## config.mk

```make
export PLATFORM = sky130hd
export DESIGN_NAME = touch_setting_stepper
export DESIGN_NICKNAME = d
export VERILOG_FILES = /design/src/tss_pkg.sv /design/src/tss_cfg.sv /design/src/tss_core.sv /design/src/touch_setting_stepper.sv
export SDC_FILE = /design/constraint.sdc
export NUM_CORES = 1
export LEC_CHECK = 0
export ABC_AREA = 1
export BUFFER_PORTS_ARGS = -buffer_cell sky130_fd_sc_hd__buf_2
export CAP_MARGIN = 20
export CELL_PAD_IN_SITES_DETAIL_PLACEMENT = 1
export CELL_PAD_IN_SITES_GLOBAL_PLACEMENT = 2
export CORE_ASPECT_RATIO = 0.7
export CORE_UTILIZATION = 42
export CTS_BUF_LIST = sky130_fd_sc_hd__clkbuf_4 sky130_fd_sc_hd__clkbuf_8
export DETAILED_ROUTE_END_ITERATION = 16
export PLACE_DENSITY = 0.87
export SLEW_MARGIN = 20
export SYNTH_ARGS = -nofsm -noshare
export SYNTH_HDL_FRONTEND = slang
export SYNTH_SLANG_ARGS = --single-unit
export TNS_END_PERCENT = 1
```

## constraint.sdc

```tcl
create_clock -name clk -period 9.9 [get_ports clk]
set_input_delay 0.495 -clock clk [delete_from_list [all_inputs] [get_ports clk]]
set_output_delay 0.495 -clock clk [all_outputs]
set_load 0.05 [all_outputs]
```

## src/tss_pkg.sv

```systemverilog
// Shared types and constants for the touch setting stepper.
// No dependencies.
package tss_pkg;

    localparam logic [5:0]  INITIAL_SETTING = 6'd24;
    localparam logic [7:0]  SCREEN_RIGHT    = 8'd249;
    localparam logic [7:0]  PLUS_TOP        = 8'd1;
    localparam logic [7:0]  MINUS_BOTTOM    = 8'd122;
    localparam logic [11:0] CNT_MAX         = 12'hFFF;

    localparam int CFG_INDEX_W = 3;
    localparam int CFG_DATA_W  = 12;

    typedef enum logic [CFG_INDEX_W-1:0] {
        REG_DEBOUNCE_TICKS = 3'd0,
        REG_COMMIT_TICKS   = 3'd1,
        REG_SETTING_MIN    = 3'd2,
        REG_SETTING_MAX    = 3'd3,
        REG_COLUMN_LEFT    = 3'd4,
        REG_PLUS_BOTTOM    = 3'd5,
        REG_MINUS_TOP      = 3'd6
    } cfg_index_t;

    typedef struct packed {
        logic [11:0] debounce_ticks;
        logic [11:0] commit_ticks;
        logic [5:0]  setting_min;
        logic [5:0]  setting_max;
        logic [7:0]  column_left;
        logic [7:0]  plus_bottom;
        logic [7:0]  minus_top;
    } cfg_t;

    typedef struct packed {
        logic       action;
        logic [7:0] touch_x;
        logic [7:0] touch_y;
    } item_t;

    typedef struct packed {
        logic [5:0] setting;
        logic       pending;
        logic       adjusted;
        logic       commit;
    } result_t;

endpackage

```

## src/tss_cfg.sv

```systemverilog
// Configuration register file for the touch setting stepper.
// Depends on tss_pkg.
module tss_cfg (
    input  logic                            clk,
    input  logic                            rst_n,
    input  logic                            wr_en,
    input  logic [tss_pkg::CFG_INDEX_W-1:0] wr_index,
    input  logic [tss_pkg::CFG_DATA_W-1:0]  wr_data,
    output tss_pkg::cfg_t                   cfg
);
    import tss_pkg::*;

    cfg_t cfg_reg;

    always_ff @(posedge clk or negedge rst_n)
    begin
        if (!rst_n)
        begin
            cfg_reg.debounce_ticks <= 12'd300;
            cfg_reg.commit_ticks   <= 12'd800;
            cfg_reg.setting_min    <= 6'd10;
            cfg_reg.setting_max    <= 6'd50;
            cfg_reg.column_left    <= 8'd183;
            cfg_reg.plus_bottom    <= 8'd38;
            cfg_reg.minus_top      <= 8'd83;
        end
        else if (wr_en)
        begin
            unique case (cfg_index_t'(wr_index))
                REG_DEBOUNCE_TICKS: cfg_reg.debounce_ticks <= wr_data[11:0];
                REG_COMMIT_TICKS:   cfg_reg.commit_ticks   <= wr_data[11:0];
                REG_SETTING_MIN:    cfg_reg.setting_min    <= wr_data[5:0];
                REG_SETTING_MAX:    cfg_reg.setting_max    <= wr_data[5:0];
                REG_COLUMN_LEFT:    cfg_reg.column_left    <= wr_data[7:0];
                REG_PLUS_BOTTOM:    cfg_reg.plus_bottom    <= wr_data[7:0];
                REG_MINUS_TOP:      cfg_reg.minus_top      <= wr_data[7:0];
                default:            cfg_reg <= cfg_reg;
            endcase
        end
    end

    assign cfg = cfg_reg;

endmodule

```

## src/tss_core.sv

```systemverilog
// Setting state, touch decode, step and commit logic, and the result register.
// Depends on tss_pkg.
module tss_core (
    input  logic             clk,
    input  logic             rst_n,
    input  logic             step,
    input  tss_pkg::item_t   item,
    input  tss_pkg::cfg_t    cfg,
    output tss_pkg::result_t result
);
    import tss_pkg::*;

    logic [11:0] since_press_reg,  since_press_next;
    logic [11:0] since_change_reg, since_change_next;
    logic [5:0]  setting_reg,      setting_next;
    logic        pending_reg,      pending_next;
    result_t     result_reg,       result_next;

    logic signed [9:0] screen_x;
    logic              in_column;
    logic              plus_hit;
    logic              minus_hit;
    logic              debounce_ok;
    logic              press;
    logic signed [7:0] stepped;
    logic signed [7:0] clamp_hi;
    logic signed [7:0] clamped;
    logic [11:0]       press_inc;
    logic [11:0]       change_inc;
    logic              commit_now;

    always_comb
    begin
        screen_x  = $signed({2'b00, SCREEN_RIGHT}) - $signed({2'b00, item.touch_y});
        in_column = (screen_x >= $signed({2'b00, cfg.column_left}))
                 && (screen_x <= ($signed({2'b00, SCREEN_RIGHT}) + 10'sd1));
        plus_hit  = (item.touch_x >= PLUS_TOP) && (item.touch_x <= cfg.plus_bottom);
        minus_hit = (item.touch_x >= cfg.minus_top) && (item.touch_x <= MINUS_BOTTOM);
        debounce_ok = since_press_reg >= cfg.debounce_ticks;
        press = item.action && debounce_ok && in_column && (plus_hit || minus_hit);

        // plus wins where the two regions overlap
        if (plus_hit)
            stepped = $signed({2'b00, setting_reg}) + 8'sd1;
        else
            stepped = $signed({2'b00, setting_reg}) - 8'sd1;

        // upper clamp first, then lower
        if (stepped > $signed({2'b00, cfg.setting_max}))
            clamp_hi = $signed({2'b00, cfg.setting_max});
        else
            clamp_hi = stepped;
        if (clamp_hi < $signed({2'b00, cfg.setting_min}))
            clamped = $signed({2'b00, cfg.setting_min});
        else
            clamped = clamp_hi;

        press_inc  = (since_press_reg == CNT_MAX) ? CNT_MAX : since_press_reg + 12'd1;
        change_inc = (since_change_reg == CNT_MAX) ? CNT_MAX : since_change_reg + 12'd1;

        since_press_next  = since_press_reg;
        since_change_next = since_change_reg;
        setting_next      = setting_reg;
        pending_next      = pending_reg;

        if (!item.action)
        begin
            since_press_next  = press_inc;
            since_change_next = change_inc;
        end
        else if (press)
        begin
            setting_next      = clamped[5:0];
            pending_next      = 1'b1;
            since_press_next  = 12'd0;
            since_change_next = 12'd0;
        end

        commit_now = pending_next && (since_change_next >= cfg.commit_ticks);
        if (commit_now)
            pending_next = 1'b0;

        result_next.setting  = setting_next;
        result_next.pending  = pending_next;
        result_next.adjusted = press;
        result_next.commit   = commit_now;
    end

    always_ff @(posedge clk or negedge rst_n)
    begin
        if (!rst_n)
        begin
            since_press_reg  <= CNT_MAX;
            since_change_reg <= CNT_MAX;
            setting_reg      <= INITIAL_SETTING;
            pending_reg      <= 1'b0;
        end
        else if (step)
        begin
            since_press_reg  <= since_press_next;
            since_change_reg <= since_change_next;
            setting_reg      <= setting_next;
            pending_reg      <= pending_next;
        end
    end

    always_ff @(posedge clk)
    begin
        if (step)
            result_reg <= result_next;
    end

    assign result = result_reg;

endmodule

```

## src/touch_setting_stepper.sv

```systemverilog
// Touch setting stepper: takes one request per clock unless out_ready stalls
// it (a 1 ms tick or a touch report) and returns one result per request. A
// request passes through an input register, and the setting, pending,
// adjusted and commit values then land in the result register as it advances,
// so the sustained rate is one request per cycle, limited only by out_ready.
// Depends on tss_pkg, tss_cfg and tss_core.
module touch_setting_stepper (
    input  logic                            clk,
    input  logic                            rst_n,
    input  logic                            cfg_valid,
    output logic                            cfg_ready,
    input  logic [tss_pkg::CFG_INDEX_W-1:0] cfg_index,
    input  logic [tss_pkg::CFG_DATA_W-1:0]  cfg_data,
    input  logic                            in_valid,
    output logic                            in_ready,
    input  logic                            action,
    input  logic [7:0]                      touch_x,
    input  logic [7:0]                      touch_y,
    output logic                            out_valid,
    input  logic                            out_ready,
    output logic [5:0]                      setting,
    output logic                            pending,
    output logic                            adjusted,
    output logic                            commit
);
    import tss_pkg::*;

    cfg_t    cfg;
    item_t   item_reg;
    result_t result;
    logic    in_valid_reg, in_valid_next;
    logic    out_valid_reg, out_valid_next;
    logic    advance;
    logic    in_take;

    assign cfg_ready = 1'b1;

    tss_cfg u_cfg (
        .clk      (clk),
        .rst_n    (rst_n),
        .wr_en    (cfg_valid && cfg_ready),
        .wr_index (cfg_index),
        .wr_data  (cfg_data),
        .cfg      (cfg)
    );

    assign advance  = in_valid_reg && (!out_valid_reg || out_ready);
    assign in_ready = !in_valid_reg || advance;
    assign in_take  = in_valid && in_ready;

    always_comb
    begin
        in_valid_next = in_take ? 1'b1 : (advance ? 1'b0 : in_valid_reg);
        if (advance)
            out_valid_next = 1'b1;
        else if (out_ready)
            out_valid_next = 1'b0;
        else
            out_valid_next = out_valid_reg;
    end

    always_ff @(posedge clk or negedge rst_n)
    begin
        if (!rst_n)
        begin
            in_valid_reg  <= 1'b0;
            out_valid_reg <= 1'b0;
        end
        else
        begin
            in_valid_reg  <= in_valid_next;
            out_valid_reg <= out_valid_next;
        end
    end

    always_ff @(posedge clk)
    begin
        if (in_take)
        begin
            item_reg.action  <= action;
            item_reg.touch_x <= touch_x;
            item_reg.touch_y <= touch_y;
        end
    end

    tss_core u_core (
        .clk    (clk),
        .rst_n  (rst_n),
        .step   (advance),
        .item   (item_reg),
        .cfg    (cfg),
        .result (result)
    );

    assign out_valid = out_valid_reg;
    assign setting   = result.setting;
    assign pending   = result.pending;
    assign adjusted  = result.adjusted;
    assign commit    = result.commit;

endmodule

```

=== Word-level counts from Yosys, hierarchy flattened ===
Cells that the tools add are included.

* Add/subtract/negate cells: 5
* $lt $le $gt $ge: 10
* Equality and inequality tests: 9
* Muxes and demuxes: 18
* Reduce and logical (&&, ||, !) cells: 25

{| class="wikitable"
|+ Operators with widths
! operator !! count
|-
| 12-bit two-way mux || 6
|-
| 12-bit by 1-bit adder with 12-bit output, second input constant || 2
|-
| 12-bit equality test, second input constant || 2
|-
| 12-bit greater-or-equal comparator || 2
|-
| 6-bit two-way mux || 3
|-
| 8-bit two-way mux || 2
|-
| 2-bit AND reduction || 8
|-
| 10-bit by 9-bit greater-or-equal comparator with 1-bit output || 1
|-
| 10-bit by 9-bit <= comparator with 1-bit output, second input constant || 1
|-
| 3-bit equality test, second input constant || 3
|-
| 1-bit logical AND || 9
|-
| 8-bit by 8-bit subtractor with 9-bit output, first input constant || 1
|-
| 8-bit by 1-bit greater-or-equal comparator with 1-bit output, second input constant || 1
|-
| 8-bit greater-or-equal comparator || 1
|-
| 8-bit by 7-bit > comparator with 1-bit output || 1
|-
| 8-bit by 7-bit <= comparator with 1-bit output, second input constant || 1
|-
| 8-bit <= comparator || 1
|-
| 8-bit by 7-bit < comparator with 1-bit output || 1
|-
| 6-bit by 1-bit adder with 7-bit output, second input constant || 1
|-
| 1-bit two-way mux || 7
|-
| 6-bit by 1-bit subtractor with 7-bit output, second input constant || 1
|-
| 3-bit by 2-bit equality test with 1-bit output, second input constant || 2
|-
| 2-bit nonzero test || 2
|-
| 3-bit by 1-bit equality test with 1-bit output, second input constant || 1
|-
| 4 further kinds || 7
|}

* Register bits after elaboration: 119
* Bits of input ports: 37
* Output and inout port bits: 12
* Word-level logic and storage cells: 87

=== Longest topological paths before layout ===
Gate-level depths: netlist of the first run.

* Depth in word-level cells: 10
* Depth in mapped cells: 40
* Gate-level depth less buffers: 40

=== By module ===
Synthesis of the first run repeated with hierarchy kept, for this count alone.

* Cells, all modules: 885
* Area total of the unflattened synthesis: 7314.5 um2

{| class="wikitable"
|+ By module, submodules not included
! module !! instances !! cells an instance !! area an instance (um2)
|-
| tss_core || 1 || 580 || 4276.6
|-
| tss_cfg || 1 || 274 || 2421.1
|-
| touch_setting_stepper || 1 || 31 || 616.8
|}

=== Worst setup path after synthesis of the first run ===
OpenSTA, ideal clock, no wires.

* Kind: register to register
* Start: register u_cfg.cfg_reg (netlist bit u_cfg.cfg[9])
* End: register u_core.result_reg (netlist bit u_core.result[7]) (data pin)
* Library setup time: 0.255 ns
* Arrival time: 3.665 ns
* Setup slack: 5.980 ns
* Stages on the path, launching flop included: 33
* Buffers on the path: 0
* Clock period less this slack: 3.920 ns
* Cells stage by stage: dfstp_2 inv_1 ha_1 nand2_1 nand2_1 nand2_1 nand2_1 nand2_1 nand2_1 nand2_2 nand2_4 inv_2 nand2_1 nand2_1 xor2_1 inv_1 ha_1 nand2_1 o21ai_0 nand2_1 nand2_1 nand2_1 nand2_1 nand2_4 inv_2 o21a_1 inv_1 ha_1 a21oi_1 nand2_4 nand3_1 nand3_1 and2_1

* Word-level cells in the longest chain between the ends: 9
* Elaborated cells between the ends (all ways): 11

{| class="wikitable"
|+ Ends and longest elaborated chain
! what !! RTL line !! source
|-
| start: declaration || tss_cfg.sv:13 || <nowiki>cfg_t cfg_reg;</nowiki>
|-
| start signal: assignment || tss_cfg.sv:37 || <nowiki>default: cfg_reg <= cfg_reg;</nowiki>
|-
| 8-bit <= comparator * || tss_core.sv:37 || <nowiki>plus_hit = (item.touch_x >= PLUS_TOP) && (item.touch_x <= cfg.plus_bottom);</nowiki>
|-
| 1-bit logical AND * || tss_core.sv:37 ||
|-
| 8-bit two-way mux || tss_core.sv:43 || <nowiki>if (plus_hit)</nowiki>
|-
| 8-bit by 7-bit > comparator with 1-bit output || tss_core.sv:49 || <nowiki>if (stepped > $signed({2'b00, cfg.setting_max}))</nowiki>
|-
| 8-bit two-way mux || tss_core.sv:49 ||
|-
| 8-bit by 7-bit < comparator with 1-bit output || tss_core.sv:53 || <nowiki>if (clamp_hi < $signed({2'b00, cfg.setting_min}))</nowiki>
|-
| 6-bit two-way mux || tss_core.sv:53 ||
|-
| 6-bit two-way mux * || tss_core.sv:71 || <nowiki>else if (press)</nowiki>
|-
| 6-bit two-way mux * || tss_core.sv:66 || <nowiki>if (!item.action)</nowiki>
|-
| net u_core.setting_next[4] || tss_core.sv:15 || <nowiki>logic [5:0] setting_reg, setting_next;</nowiki>
|-
| end signal: assignment || tss_core.sv:110 || <nowiki>result_reg <= result_next;</nowiki>
|-
| end: declaration || tss_core.sv:17 || <nowiki>result_t result_reg, result_next;</nowiki>
|}

Mark *: on every way through the listed nets, which the timed path passes. The rest lies on a longest branch.
A chain may end at the register's enable or synchronous reset.

=== Final worst setup path of the first run ===
* Start: register u_core.since_press_reg[0]
* End: register u_core.pending_reg

* Word-level cells in the longest chain between the ends: 9
* Elaborated cells between the ends (all ways): 11

{| class="wikitable"
|+ Ends and longest elaborated chain
! what !! RTL line !! source
|-
| start: declaration || tss_core.sv:13 || <nowiki>logic [11:0] since_press_reg, since_press_next;</nowiki>
|-
| start signal: assignment || tss_core.sv:100 || <nowiki>since_press_reg <= since_press_next;</nowiki>
|-
| 12-bit greater-or-equal comparator * || tss_core.sv:39 || <nowiki>debounce_ok = since_press_reg >= cfg.debounce_ticks;</nowiki>
|-
| 1-bit logical AND * (3 in a row) || tss_core.sv:40 || <nowiki>press = item.action && debounce_ok && in_column && (plus_hit || minus_hit);</nowiki>
|-
| 12-bit two-way mux || tss_core.sv:71 ||
|-
| 12-bit two-way mux || tss_core.sv:66 ||
|-
| 12-bit greater-or-equal comparator || tss_core.sv:79 || <nowiki>commit_now = pending_next && (since_change_next >= cfg.commit_ticks);</nowiki>
|-
| 1-bit logical AND || tss_core.sv:79 ||
|-
| 1-bit two-way mux * || tss_core.sv:80 || <nowiki>if (commit_now)</nowiki>
|-
| net u_core.pending_next || tss_core.sv:16 || <nowiki>logic pending_reg, pending_next;</nowiki>
|-
| end signal: assignment || tss_core.sv:103 || <nowiki>pending_reg <= pending_next;</nowiki>
|-
| end: declaration || tss_core.sv:16 ||
|}

Marks and branches as above.

==> impl_metrics.json, run 1 <==
{
  "status": "completed",
  "viasPerCell": 5.110,
  "clock_tree.buffer_depth": 2,
  "ant_nets": 0,
  "syn_area_um2": 7087,
  "setup.worst_path.start": "u_core.since_press_reg[0]",
  "synth_edf_count": 26,
  "period_share_pct": 49.13,
  "power.share.sequential_pct": 31.1,
  "endpoint": "u_core.pending_reg",
  "path_common_cell": "nand2_1",
  "pwr-share-clk_pct": 22.7,
  "design_area_um2": 8055,
  "p_switching_w": 0.001034,
  "hold_viol_final": 0,
  "ys_seq_area_share_pct": 44.76,
  "wl_um": 18710,
  "multi_input_area_um2": 3231,
  "num_vias": 5785,
  "yosysUniqueCellTypes": 45,
  "crit_type": "flop to flop",
  "regArea_um2": 3172,
  "r2r-start": "u_core.since_press_reg[0]",
  "fin_tns_setup_ns": 0,
  "fin_crit_ns": 4.864,
  "hold_path.class": "primary input to flop",
  "synth.area.mux_share_pct": 0,
  "rrSetupSlack_ns": 5.04,
  "crit_slowest_cell": "dfstp_2",
  "antennaDiodeCount": 0,
  "cp.required_ns": 10.25,
  "netlist.area_leader.share_pct": 18.91,
  "slew_viol_final": 0,
  "grt_usage_pct": 23.66,
  "gp_routability_congestion": 0.8278,
  "r2r_end": "u_core.pending_reg",
  "rsz0062_at_grt": "no",
  "die_h_um": 110.7,
  "dp_hpwl_um": 14100,
  "clkLatencyLatePin_ns": 0.44,
  "leakage_nw": 3.876,
  "io_buffers": 47,
  "utilization_pct": 49.13,
  "clkTransAtPathRegs_ns": 0.07,
  "synth_area_leaders": "dfstp_2 19%, dfrtp_1 15%, ha_1 11%",
  "dpl_cell_area_um2": 7537,
  "worstSetupStartpointType": "flop",
  "largest_reg_flops": 60,
  "wl_per_cell_um": 16.53,
  "synth_most_common_cell": "nand2_1",
  "cts_tree": "yes",
  "syn_inst": 843,
  "drive_above_1_share_pct": 18.41,
  "nNetsFinal": 996,
  "maxSlewHeadroom_pct": 39.58,
  "setup_viol": 0,
  "power_density_nw_per_um2": 305.8,
  "firstDrtPassIters": 4,
  "power_w": 0.002463,
  "ys_ff_latch": 119,
  "yosysTopAreaCell": "dfstp_2",
  "max_freq_mhz": 205.6,
  "synth_compound_area_share_pct": 13.05,
  "pin_count": 49,
  "first_global_vias": 6160,
  "gr-total-overflow": 0,
  "htree_levels": 4,
  "cp_slowest_stage_delay_ns": 0.54,
  "core_area_um2": 16400,
  "syn-num-nets": 945,
  "areaGrowthSynthToFinish_pct": 13.67,
  "r2r_cells": 30,
  "pwr-share-comb_pct": 46.1,
  "tightest_slew_ns": 0.9063,
  "die_w_um": 157.3,
  "drt-initial-drc-count": 230,
  "max-vdd-ir-drop_mv": 0.1638,
  "synth_flop_cell": "dfstp_2",
  "synth_top_family_by_area": "simple AND/OR/NAND/NOR gates",
  "endpoint_kind": "flop",
  "syn_avg_cell_area_um2": 8.407,
  "drc_errors": 0,
  "synthAdderAreaFrac_pct": 11.48,
  "grt_antenna_before_repair": 0,
  "ys_warn_count": 0,
  "core.rowCount": 39,
  "start_util_pct": 43.22,
  "cts_resized": 0,
  "synthArstFlopShare_pct": 78.15,
  "fin_skew_ns": 0.009388,
  "grt_pass1_wl_um": 31550,
  "die-area_um2": 17410,
  "maxCapViolCount": 0,
  "synth.top_cells.by_count": "184 x nand2_1, 155 x inv_1, 93 x o21ai_0",
  "p_int_w": 0.001429,
  "root_buffer": "clkbuf_8",
  "swShare_pct": 41.98,
  "cts_made_buffers": 17,
  "fill_cells": 2000,
  "critPathMaxFanout": 12,
  "synth_xor_area_share_pct": 2.348,
  "arrival_ns": 5.21,
  "grt_max_degree": 69,
  "cts.sinks": 119,
  "synth-simple-area-share_pct": 18.49
}
==> critical path: cells and delay by family, from the launching register on <==
family	cells	cell delay, ns
flops	1	0.54
buf+inv	5	0.34
compound gates	12	2.07
fa+ha+maj	2	0.55
simple gates	11	1.24
==> placed cells by master (no fill, tap or decap), types with 7 or more instances in the layout <==
| master | count |
|---|---|
| dfstp_2 | 51 |
| o22ai_1 | 14 |
| dfrtp_1 | 42 |
| a21oi_1 | 26 |
| bufinv_16 | 7 |
| inv_1 | 155 |
| nor3_1 | 11 |
| nand3_2 | 7 |
| xor2_1 | 18 |
| nand3_1 | 23 |
| buf_2 | 46 |
| nand2_2 | 13 |
| clkbuf_8 | 18 |
| edfxtp_1 | 26 |
| o21ai_0 | 93 |
| o21ai_1 | 19 |
| nand2_1 | 184 |
| nor2_1 | 28 |
| nand4_1 | 7 |
| ha_1 | 65 |
==> kinds of logic after synthesis <==
family	count (synthesis)
DFF	119
xor gates and xnor gates	19
buffers and inverters	181
other	1
adders and majority gates	65
AOI/OAI and AO/OA	171
and+or+nand+nor	287
==> routing by layer <==
metal / part of all wire [%] / GRT usage (%) / wire (um)
met5: 0 / 0 / 0
met4: 0.84 / 4.984 / 157
met3: 2.4 / 5.512 / 442
met2: 48 / 38.79 / 8906
met1: 49 / 31.77 / 9204
==> worst min-delay path by stage <==
stage                     cells past startpoint            endpoint       start  slack, ns
after CTS                                     1        item_reg[11]  touch_x[3]       0.20
after detailed placement                      1  u_core.pending_reg       rst_n       0.44
after floorplan                               0        in_valid_reg       rst_n       0.20
after global placement                        1  u_core.pending_reg       rst_n       0.43
final                                         1         item_reg[4]  touch_y[4]       0.23
after global routing                          1         item_reg[3]  touch_y[3]       0.18
==> cell type report <==
class / instances / share of cell area (%)
clock buffers: 21 / 3.355
clock inverters: 11 / 2.796
inverters: 163 / 7.611
multi-input cells: 543 / 40.11
flip-flops and latches: 119 / 39.38
well taps: 225 / 3.495
repair buffers: 50 / 3.262
==> per-stage QoR <==
stage | setup WS, ns | hold slack (ns) | std cells
floorplan | 5.980 | 0.1994 | 843
global placement | 5.089 | 0.4343 | 1099
detailed placement | 5.013 | 0.4393 | 1099
CTS | 4.993 | 0.1955 | 1132
global route | 4.495 | 0.1840 | 1132
finish | 5.036 | 0.2273 | 1132
==> power groups by stage <==
stage | sequential, W | clock [W] | combinational, W
after floorplan | 0.000780 | 0 | 0.000836
after global placement | 0.000768 | 0 | 0.00106
after detailed placement | 0.000775 | 0 | 0.00113
after CTS | 0.000767 | 0.000573 | 0.00114
after global routing | 0.000782 | 0.000594 | 0.00130
final | 0.000767 | 0.000560 | 0.00114
==> what timing repair did <==
action,4_1_cts,5_1_grt
endpoints found under the hold margin,12,0
buffers inserted,0,0
setup endpoints to repair,0,0
hold buffers,1,0
(Power assumes the default switching activity.)
==> run 2: changes to the inputs <==
--- a/config.mk
+++ b/config.mk
@@ -5,16 +5,16 @@
 export SDC_FILE = /design/constraint.sdc
 export NUM_CORES = 1
 export LEC_CHECK = 0
-export ABC_AREA = 1
+export ABC_AREA = 0
 export BUFFER_PORTS_ARGS = -buffer_cell sky130_fd_sc_hd__buf_2
 export CAP_MARGIN = 20
 export CELL_PAD_IN_SITES_DETAIL_PLACEMENT = 1
 export CELL_PAD_IN_SITES_GLOBAL_PLACEMENT = 2
 export CORE_ASPECT_RATIO = 0.7
-export CORE_UTILIZATION = 42
+export CORE_UTILIZATION = 41
 export CTS_BUF_LIST = sky130_fd_sc_hd__clkbuf_4 sky130_fd_sc_hd__clkbuf_8
 export DETAILED_ROUTE_END_ITERATION = 16
-export PLACE_DENSITY = 0.87
+export PLACE_DENSITY = 0.8
 export SLEW_MARGIN = 20
 export SYNTH_ARGS = -nofsm -noshare
 export SYNTH_HDL_FRONTEND = slang
==> constraint.sdc (replaced) <==
create_clock -name clk -period 4.5 [get_ports clk]
set_input_delay 0.225 -clock clk [delete_from_list [all_inputs] [get_ports clk]]
set_output_delay 0.225 -clock clk [all_outputs]
set_load 0.05 [all_outputs]
==> run 2 against run 1 <==
Net effect: the flow now finishes with violations (setup timing); non-clock buffer count increased by 85; flip-flop and latch count unchanged; sequential share of layout area down 4.1 points; synthesized area grew 3.1%; design area increased by 12%; combinational power grew 18%; clock power is 82% higher; sequential power up 84%; maximum frequency is 9.2% lower; critical path depth decreased by 8; critical path type unchanged.
==> impl_metrics.json, run 2 <==
{
  "maxCapViolCount": 0,
  "leakage_nw": 3.947,
  "tightest_slew_ns": 0.8909,
  "setup_viol": 12,
  "fin_cells": 1101,
  "period_share_pct": 119.1,
  "wl_um": 21550,
  "multi_input_area_um2": 3916,
  "syn_avg_cell_area_um2": 10.02,
  "grtUsageMet2_pct": 40.95,
  "worstSetupStartpointType": "flop",
  "first_global_vias": 6629,
  "synthArstFlopShare_pct": 78.15,
  "worst_slack_ns": -0.8585,
  "pwr-share-comb_pct": 35.6,
  "root_buffer": "clkbuf_8",
  "viasPerCell": 5.536,
  "p_switching_w": 0.001242,
  "grt_max_degree": 63,
  "design_area_um2": 8991,
  "wl_per_cell_um": 19.57,
  "cts.sinks": 119,
  "clock_tree.buffer_depth": 2,
  "crit_family": "compound AO/OA/AOI/OAI gates",
  "crit_slowest_cell": "edfxtp_1",
  "firstDrtPassIters": 4,
  "grtUsageMet3_pct": 5.491,
  "endpoint_kind": "flop",
  "num_vias": 6095,
  "max-vdd-ir-drop_mv": 0.2068,
  "core.rowCount": 40,
  "worst-path-stages": 22,
  "synth_edf_count": 26,
  "synth_most_common_cell": "nand2_1",
  "hold_slack_ns": 0.04605,
  "mostFrequentLayoutCell": "nand2_1",
  "synth.top_cells.by_count": "73 x nand2_1, 68 x inv_1, 65 x ha_1",
  "dp_hpwl_um": 15780,
  "max_freq_mhz": 186.6,
  "dp_cells": 1046,
  "nNetsFinal": 959,
  "io_buffers": 47,
  "regArea_um2": 3172,
  "synth_area_leaders": "dfstp_2 18%, dfrtp_1 14%, ha_1 11%",
  "pre_cts_slack_ns": -0.9253,
  "ys_warn_count": 0,
  "p_int_w": 0.002531,
  "grt_usage_pct": 25.36,
  "die_w_um": 161.5,
  "violations": "setup timing",
  "cts_tree": "yes",
  "syn_area_um2": 7305,
  "fin_crit_ns": 5.359,
  "critPathMaxFanout": 6,
  "netlist.area_leader.share_pct": 18.35,
  "arrival_ns": 5.57,
  "start_util_pct": 42.30,
  "gp_routability_congestion": 0.8703,
  "dpl_cell_area_um2": 8282,
  "yosysUniqueCellTypes": 72,
  "hold_viol_final": 0,
  "core_area_um2": 17270,
  "die-area_um2": 18360,
  "ant_nets": 0,
  "antennaDiodeCount": 0,
  "swShare_pct": 32.92,
  "pwr-share-clk_pct": 27.0,
  "syn_inst": 729,
  "crit_type": "flop to flop",
  "rsz0062_at_grt": "yes",
  "gr-total-overflow": 0,
  "critPathBufInv": 3,
  "clkLatencyLatePin_ns": 0.47,
  "htree_levels": 4,
  "slew_viol_final": 0,
  "drive_above_1_share_pct": 31.95,
  "worstPathCellList": "buf_4 -> nor4_1 -> buf_4 -> and2_1 -> buf_4 -> o32ai_1 -> nand2_1 -> ha_1 -> nand4_1 -> o22ai_2 -> a31oi_2 -> nor2_1 -> or2_4 -> mux2_4 -> ha_4 -> a21o_1 -> a21o_1 -> a221oi_2 -> o311a_2 -> a21oi_4 -> mux2_4 -> mux2_2",
  "pin_count": 49,
  "largest_reg_flops": 60,
  "met1_usage_pct": 34.08,
  "ys_ff_latch": 119,
  "hold_path.class": "primary input to flop",
  "drc_errors": 0,
  "fin_skew_ns": 0.01699,
  "areaGrowthSynthToFinish_pct": 23.09,
  "power.share.sequential_pct": 37.4,
  "top_usage_layer": "met2",
  "cp.required_ns": 4.71,
  "r2r_cells": 22,
  "final_cell_mix": "73 x nand2_1, 67 x inv_1, 66 x buf_4",
  "power_density_nw_per_um2": 419.6,
  "synth_flop_cell": "dfstp_2",
  "grt_antenna_before_repair": 1,
  "cp_slowest_stage_delay_ns": 0.47,
  "fill_cells": 1969,
  "maxSlewHeadroom_pct": 40.61,
  "clkTransAtPathRegs_ns": 0.07,
  "status": "complete, but fails checks",
  "drt-initial-drc-count": 325,
  "grt_pass1_wl_um": 35270,
  "yosysTopAreaCell": "dfstp_2",
  "syn-num-nets": 831,
  "die_h_um": 113.7,
  "ys_seq_area_share_pct": 43.42,
  "path_common_cell": "buf_4",
  "holdPathStages": 3,
  "cts_made_buffers": 17
}
## run 2: cell type report
| type | count | area share [%] |
|---|---|---|
| multi-input cells | 516 | 43.56 |
| repair buffers | 135 | 10.63 |
| flip-flops and latches | 119 | 35.28 |
| clock inverters | 8 | 1.085 |
| well taps | 231 | 3.215 |
| clock buffers | 24 | 3.395 |
| inverters | 68 | 2.839 |
## run 2: path summary, 6_finish.rpt
| check | from | end | slack [ns] |
|---|---|---|---|
| max | item_reg[10] | u_core.result[4] | -0.86 |
| min | out_ready | out_valid | 0.05 |
| max reg2reg | item_reg[10] | u_core.result[4] | -0.86 |
| min reg2reg | in_valid_reg | out_valid | 0.50 |
| max in group asynchronous | rst_n | u_cfg.cfg[10] | 3.11 |
| min in group asynchronous | rst_n | u_core.setting_reg[0] | 0.41 |
## run 2: what timing repair did
action                                 4_1_cts  5_1_grt
resized for setup                           13        3
endpoints found under the hold margin       51        0
pin swaps                                    4        7
hold buffers                                23        0
setup endpoints to repair                   15       15
setup buffers                                0        0
## run 2: power groups by stage
| stage | logic [W] | clock network (W) | registers [W] |
|---|---|---|---|
| after floorplan | 0.000826 | 0 | 0.00142 |
| after global placement | 0.00121 | 0 | 0.00142 |
| after detailed placement | 0.00128 | 0 | 0.00143 |
| after CTS | 0.00133 | 0.00104 | 0.00141 |
| after global routing | 0.00148 | 0.00110 | 0.00143 |
| final | 0.00134 | 0.00102 | 0.00141 |
## run 2: logic make-up (layout without fill, tap and decap cells)
kind of cell / Yosys count / count (layout) / synth area share (%)
xor+xnor: 6 / 6 / 0.7196
flops: 119 / 119 / 43.42
fa+ha+maj: 65 / 65 / 11.13
simple gates: 202 / 202 / 14.03
buf+inv: 94 / 235 / 5.087
compound gates: 195 / 195 / 17.61
other cells: 1 / 1 / 0.05134
mux: 47 / 47 / 7.948
## run 2: worst min-delay path: cells and delay by family
| kind | cells | cell delay [ns] |
|---|---|---|
| AND/OR/NAND/NOR | 2 | 0.17 |
| buffers and inverters | 1 | 0.08 |
## run 2: per-layer routing
| metal | share of wire [%] | routed length [um] |
|---|---|---|
| met1 | 48 | 10270 |
| met2 | 46 | 9978 |
| met3 | 4.4 | 958 |
| met4 | 1.6 | 335 |
| met5 | 0.060 | 13 |
## run 2: per-stage QoR
stage               TNS (ns)  total power, W  util, %
finish                -9.069        0.003773    52.07
CTS                   -7.757        0.003792    51.92
global placement      -7.144        0.002629    47.96
detailed placement    -10.24        0.002709    47.96
floorplan             -4.767        0.002246        -
global route          -11.88        0.004009    52.07
==> run 3: changes to the inputs <==
--- a/config.mk
+++ b/config.mk
@@ -11,10 +11,10 @@
 export CELL_PAD_IN_SITES_DETAIL_PLACEMENT = 1
 export CELL_PAD_IN_SITES_GLOBAL_PLACEMENT = 2
 export CORE_ASPECT_RATIO = 0.7
-export CORE_UTILIZATION = 41
+export CORE_UTILIZATION = 30
 export CTS_BUF_LIST = sky130_fd_sc_hd__clkbuf_4 sky130_fd_sc_hd__clkbuf_8
 export DETAILED_ROUTE_END_ITERATION = 16
-export PLACE_DENSITY = 0.8
+export PLACE_DENSITY = 0.61
 export SLEW_MARGIN = 20
 export SYNTH_ARGS = -nofsm -noshare
 export SYNTH_HDL_FRONTEND = slang
==> run 3 against run 2 <==
Net effect: the flow still finishes with violations (setup timing); hold slack improved by 0.017 ns; design area increased by 2.5%; maximum frequency increased by 0.92%; utilization decreased by 13 points; final cell count increased by 8.6%; via count decreased by 2.4%; total power increased by 3.3%; routed wire length increased by 4.1%; register-to-register slack improved by 0.05 ns; critical path type unchanged; critical endpoint unchanged; largest power group unchanged; highest routed layer is now met4.
==> impl_metrics.json, run 3 (synthesis gave the netlist of run 2 again) <==
{
  "dpl_cell_area_um2": 8436,
  "fill_cells": 2707,
  "clkLatencyLatePin_ns": 0.46,
  "cts.sinks": 119,
  "grt_antenna_before_repair": 0,
  "num_vias": 5950,
  "power_w": 0.003897,
  "worst_slack_ns": -0.8098,
  "leakage_nw": 3.994,
  "core.rowCount": 47,
  "hold_path.class": "primary input to flop",
  "die_h_um": 132.6,
  "cts_tree": "yes",
  "pwr-share-clk_pct": 28.9,
  "wl_um": 22430,
  "endpoint_kind": "flop",
  "worstSetupStartpointType": "flop",
  "power_density_nw_per_um2": 422.8,
  "arrival_ns": 5.52,
  "core_area_um2": 23760,
  "maxCapViolCount": 0,
  "cp.required_ns": 4.71,
  "antennaDiodeCount": 0,
  "maxSlewHeadroom_pct": 40.21,
  "grt_max_degree": 59,
  "gr-total-overflow": 0,
  "final_cell_mix": "74 x buf_4, 73 x nand2_1, 67 x inv_1",
  "status": "complete, but fails checks",
  "pin_count": 49,
  "die_w_um": 188.5,
  "worstPathCellList": "inv_2 -> ha_4 -> nor2b_4 -> o211ai_2 -> a211oi_4 -> nor3_2 -> xnor2_2 -> ha_1 -> nor2b_1 -> o21bai_1 -> a31oi_2 -> a32oi_2 -> or2_4 -> mux2_4 -> ha_4 -> a21o_1 -> a21o_1 -> a221oi_2 -> o311a_2 -> a21oi_4 -> mux2_4 -> mux2_2",
  "tightest_slew_ns": 0.8968,
  "ant_nets": 0,
  "rsz0062_at_grt": "yes",
  "violations": "setup timing",
  "design_area_um2": 9218,
  "clkTransAtPathRegs_ns": 0.08,
  "io_buffers": 47,
  "die-area_um2": 24990,
  "wl_per_cell_um": 18.75,
  "max-vdd-ir-drop_mv": 0.1943,
  "slew_viol_final": 0,
  "cts_made_buffers": 17,
  "cp_slowest_stage_delay_ns": 0.54,
  "dp_hpwl_um": 16400,
  "p_switching_w": 0.001302,
  "mostFrequentLayoutCell": "buf_4",
  "swShare_pct": 33.40,
  "drive_above_1_share_pct": 33.26,
  "start_util_pct": 30.75,
  "crit_type": "flop to flop",
  "grt_usage_pct": 19.07,
  "critPathMaxFanout": 6,
  "viasPerCell": 4.975,
  "setup_viol": 12,
  "areaGrowthSynthToFinish_pct": 26.19,
  "clock_tree.buffer_depth": 2,
  "grt_pass1_wl_um": 36510,
  "period_share_pct": 118.0,
  "hold_viol_final": 0,
  "gp_routability_congestion": 0.8435,
  "pwr-share-comb_pct": 34.9,
  "crit_slowest_cell": "dfstp_2",
  "fin_crit_ns": 5.310,
  "fin_skew_ns": 0.01486,
  "nNetsFinal": 967,
  "htree_levels": 4,
  "p_int_w": 0.002595,
  "largest_reg_flops": 60,
  "firstDrtPassIters": 4,
  "max_freq_mhz": 188.3,
  "drc_errors": 0,
  "drt-initial-drc-count": 253,
  "power.share.sequential_pct": 36.2,
  "fin_tns_setup_ns": -8.547,
  "first_global_vias": 6548,
  "root_buffer": "clkbuf_8"
}
-- run 3: cell types whose count changed in the layout (fill, tap and decap cells not counted), sizes merged --
cell,change
buf,+8
clkbuf,-6
inv,+4
bufinv,+2
clkinv,-2
clkinvlp,+2
-- run 3: worst paths after layout --
path | cells past startpoint | slack (ns) | end | start
min in group asynchronous | 2 | 0.41 | u_core.pending_reg | rst_n
setup / recovery | 22 | -0.81 | u_core.result[4] | u_cfg.cfg[9]
hold / removal | 3 | 0.06 | out_valid | out_ready
max in group asynchronous | 3 | 3.03 | u_cfg.cfg[6] | rst_n
hold reg to reg | 2 | 0.50 | u_core.since_press_reg[8] | u_core.since_press_reg[8]
setup reg to reg | 22 | -0.81 | u_core.result[4] | u_cfg.cfg[9]
-- run 3: final cells by class --
class	instances	area [um2]	area share, %
repair buffers	143	1016	11.02
clock buffers	18	241.5	2.620
well taps	318	397.9	4.317
flip-flops and latches	119	3172	34.41
clock inverters	14	196.4	2.131
multi-input cells	516	3939	42.73
inverters	68	255.2	2.769
-- run 3: through the flow --
| stage | utilization [%] | worst slack [ns] | hold slack [ns] | instances |
|---|---|---|---|---|
| finish | 38.80 | -0.8098 | 0.06329 | 1196 |
| global route | 38.80 | -1.001 | 0.03765 | 1196 |
| CTS | 38.61 | -0.7993 | 0.02289 | 1196 |
| detailed placement | 35.51 | -0.9358 | 0.3835 | 1139 |
| global placement | 35.51 | -0.6709 | 0.3729 | 1139 |
| floorplan | - | -0.5215 | -0.07059 | 729 |
-- run 3: power by group through the flow --
stage	Combinational, W	Sequential [W]	Clock [W]
after CTS	0.00135	0.00141	0.00117
after global routing	0.00151	0.00144	0.00120
final	0.00136	0.00141	0.00112
after detailed placement	0.00129	0.00143	0
after floorplan	0.000826	0.00142	0
after global placement	0.00123	0.00142	0
-- run 3: what timing repair did --
item,4_1_cts,5_1_grt
pin swaps,6,4
buffers inserted,2,0
resized for setup,11,11
hold buffers,23,0
endpoints found under the setup margin,15,15
hold endpoints to repair,48,0
-- run 3: critical path: cells and delay by family (launching register included) --
family,cells,cell delay [ns]
AO/OA/AOI/OAI,10,2.01
multiplexers,3,0.92
adder cells (fa/ha/maj),3,0.76
AND/OR/NAND/NOR,4,0.59
flip-flops,1,0.54
XOR/XNOR,1,0.20
buffers and inverters,1,0.05
-- run 3: metal layers --
metal | GRT usage [%] | up-vias | part of all wire (%)
met5 | 0 | - | 0
met4 | 4.928 | 0 | 0.65
met3 | 3.236 | 11 | 2.5
met2 | 28.90 | 66 | 44
met1 | 27.91 | 2961 | 53
li1 | - | 2912 | -
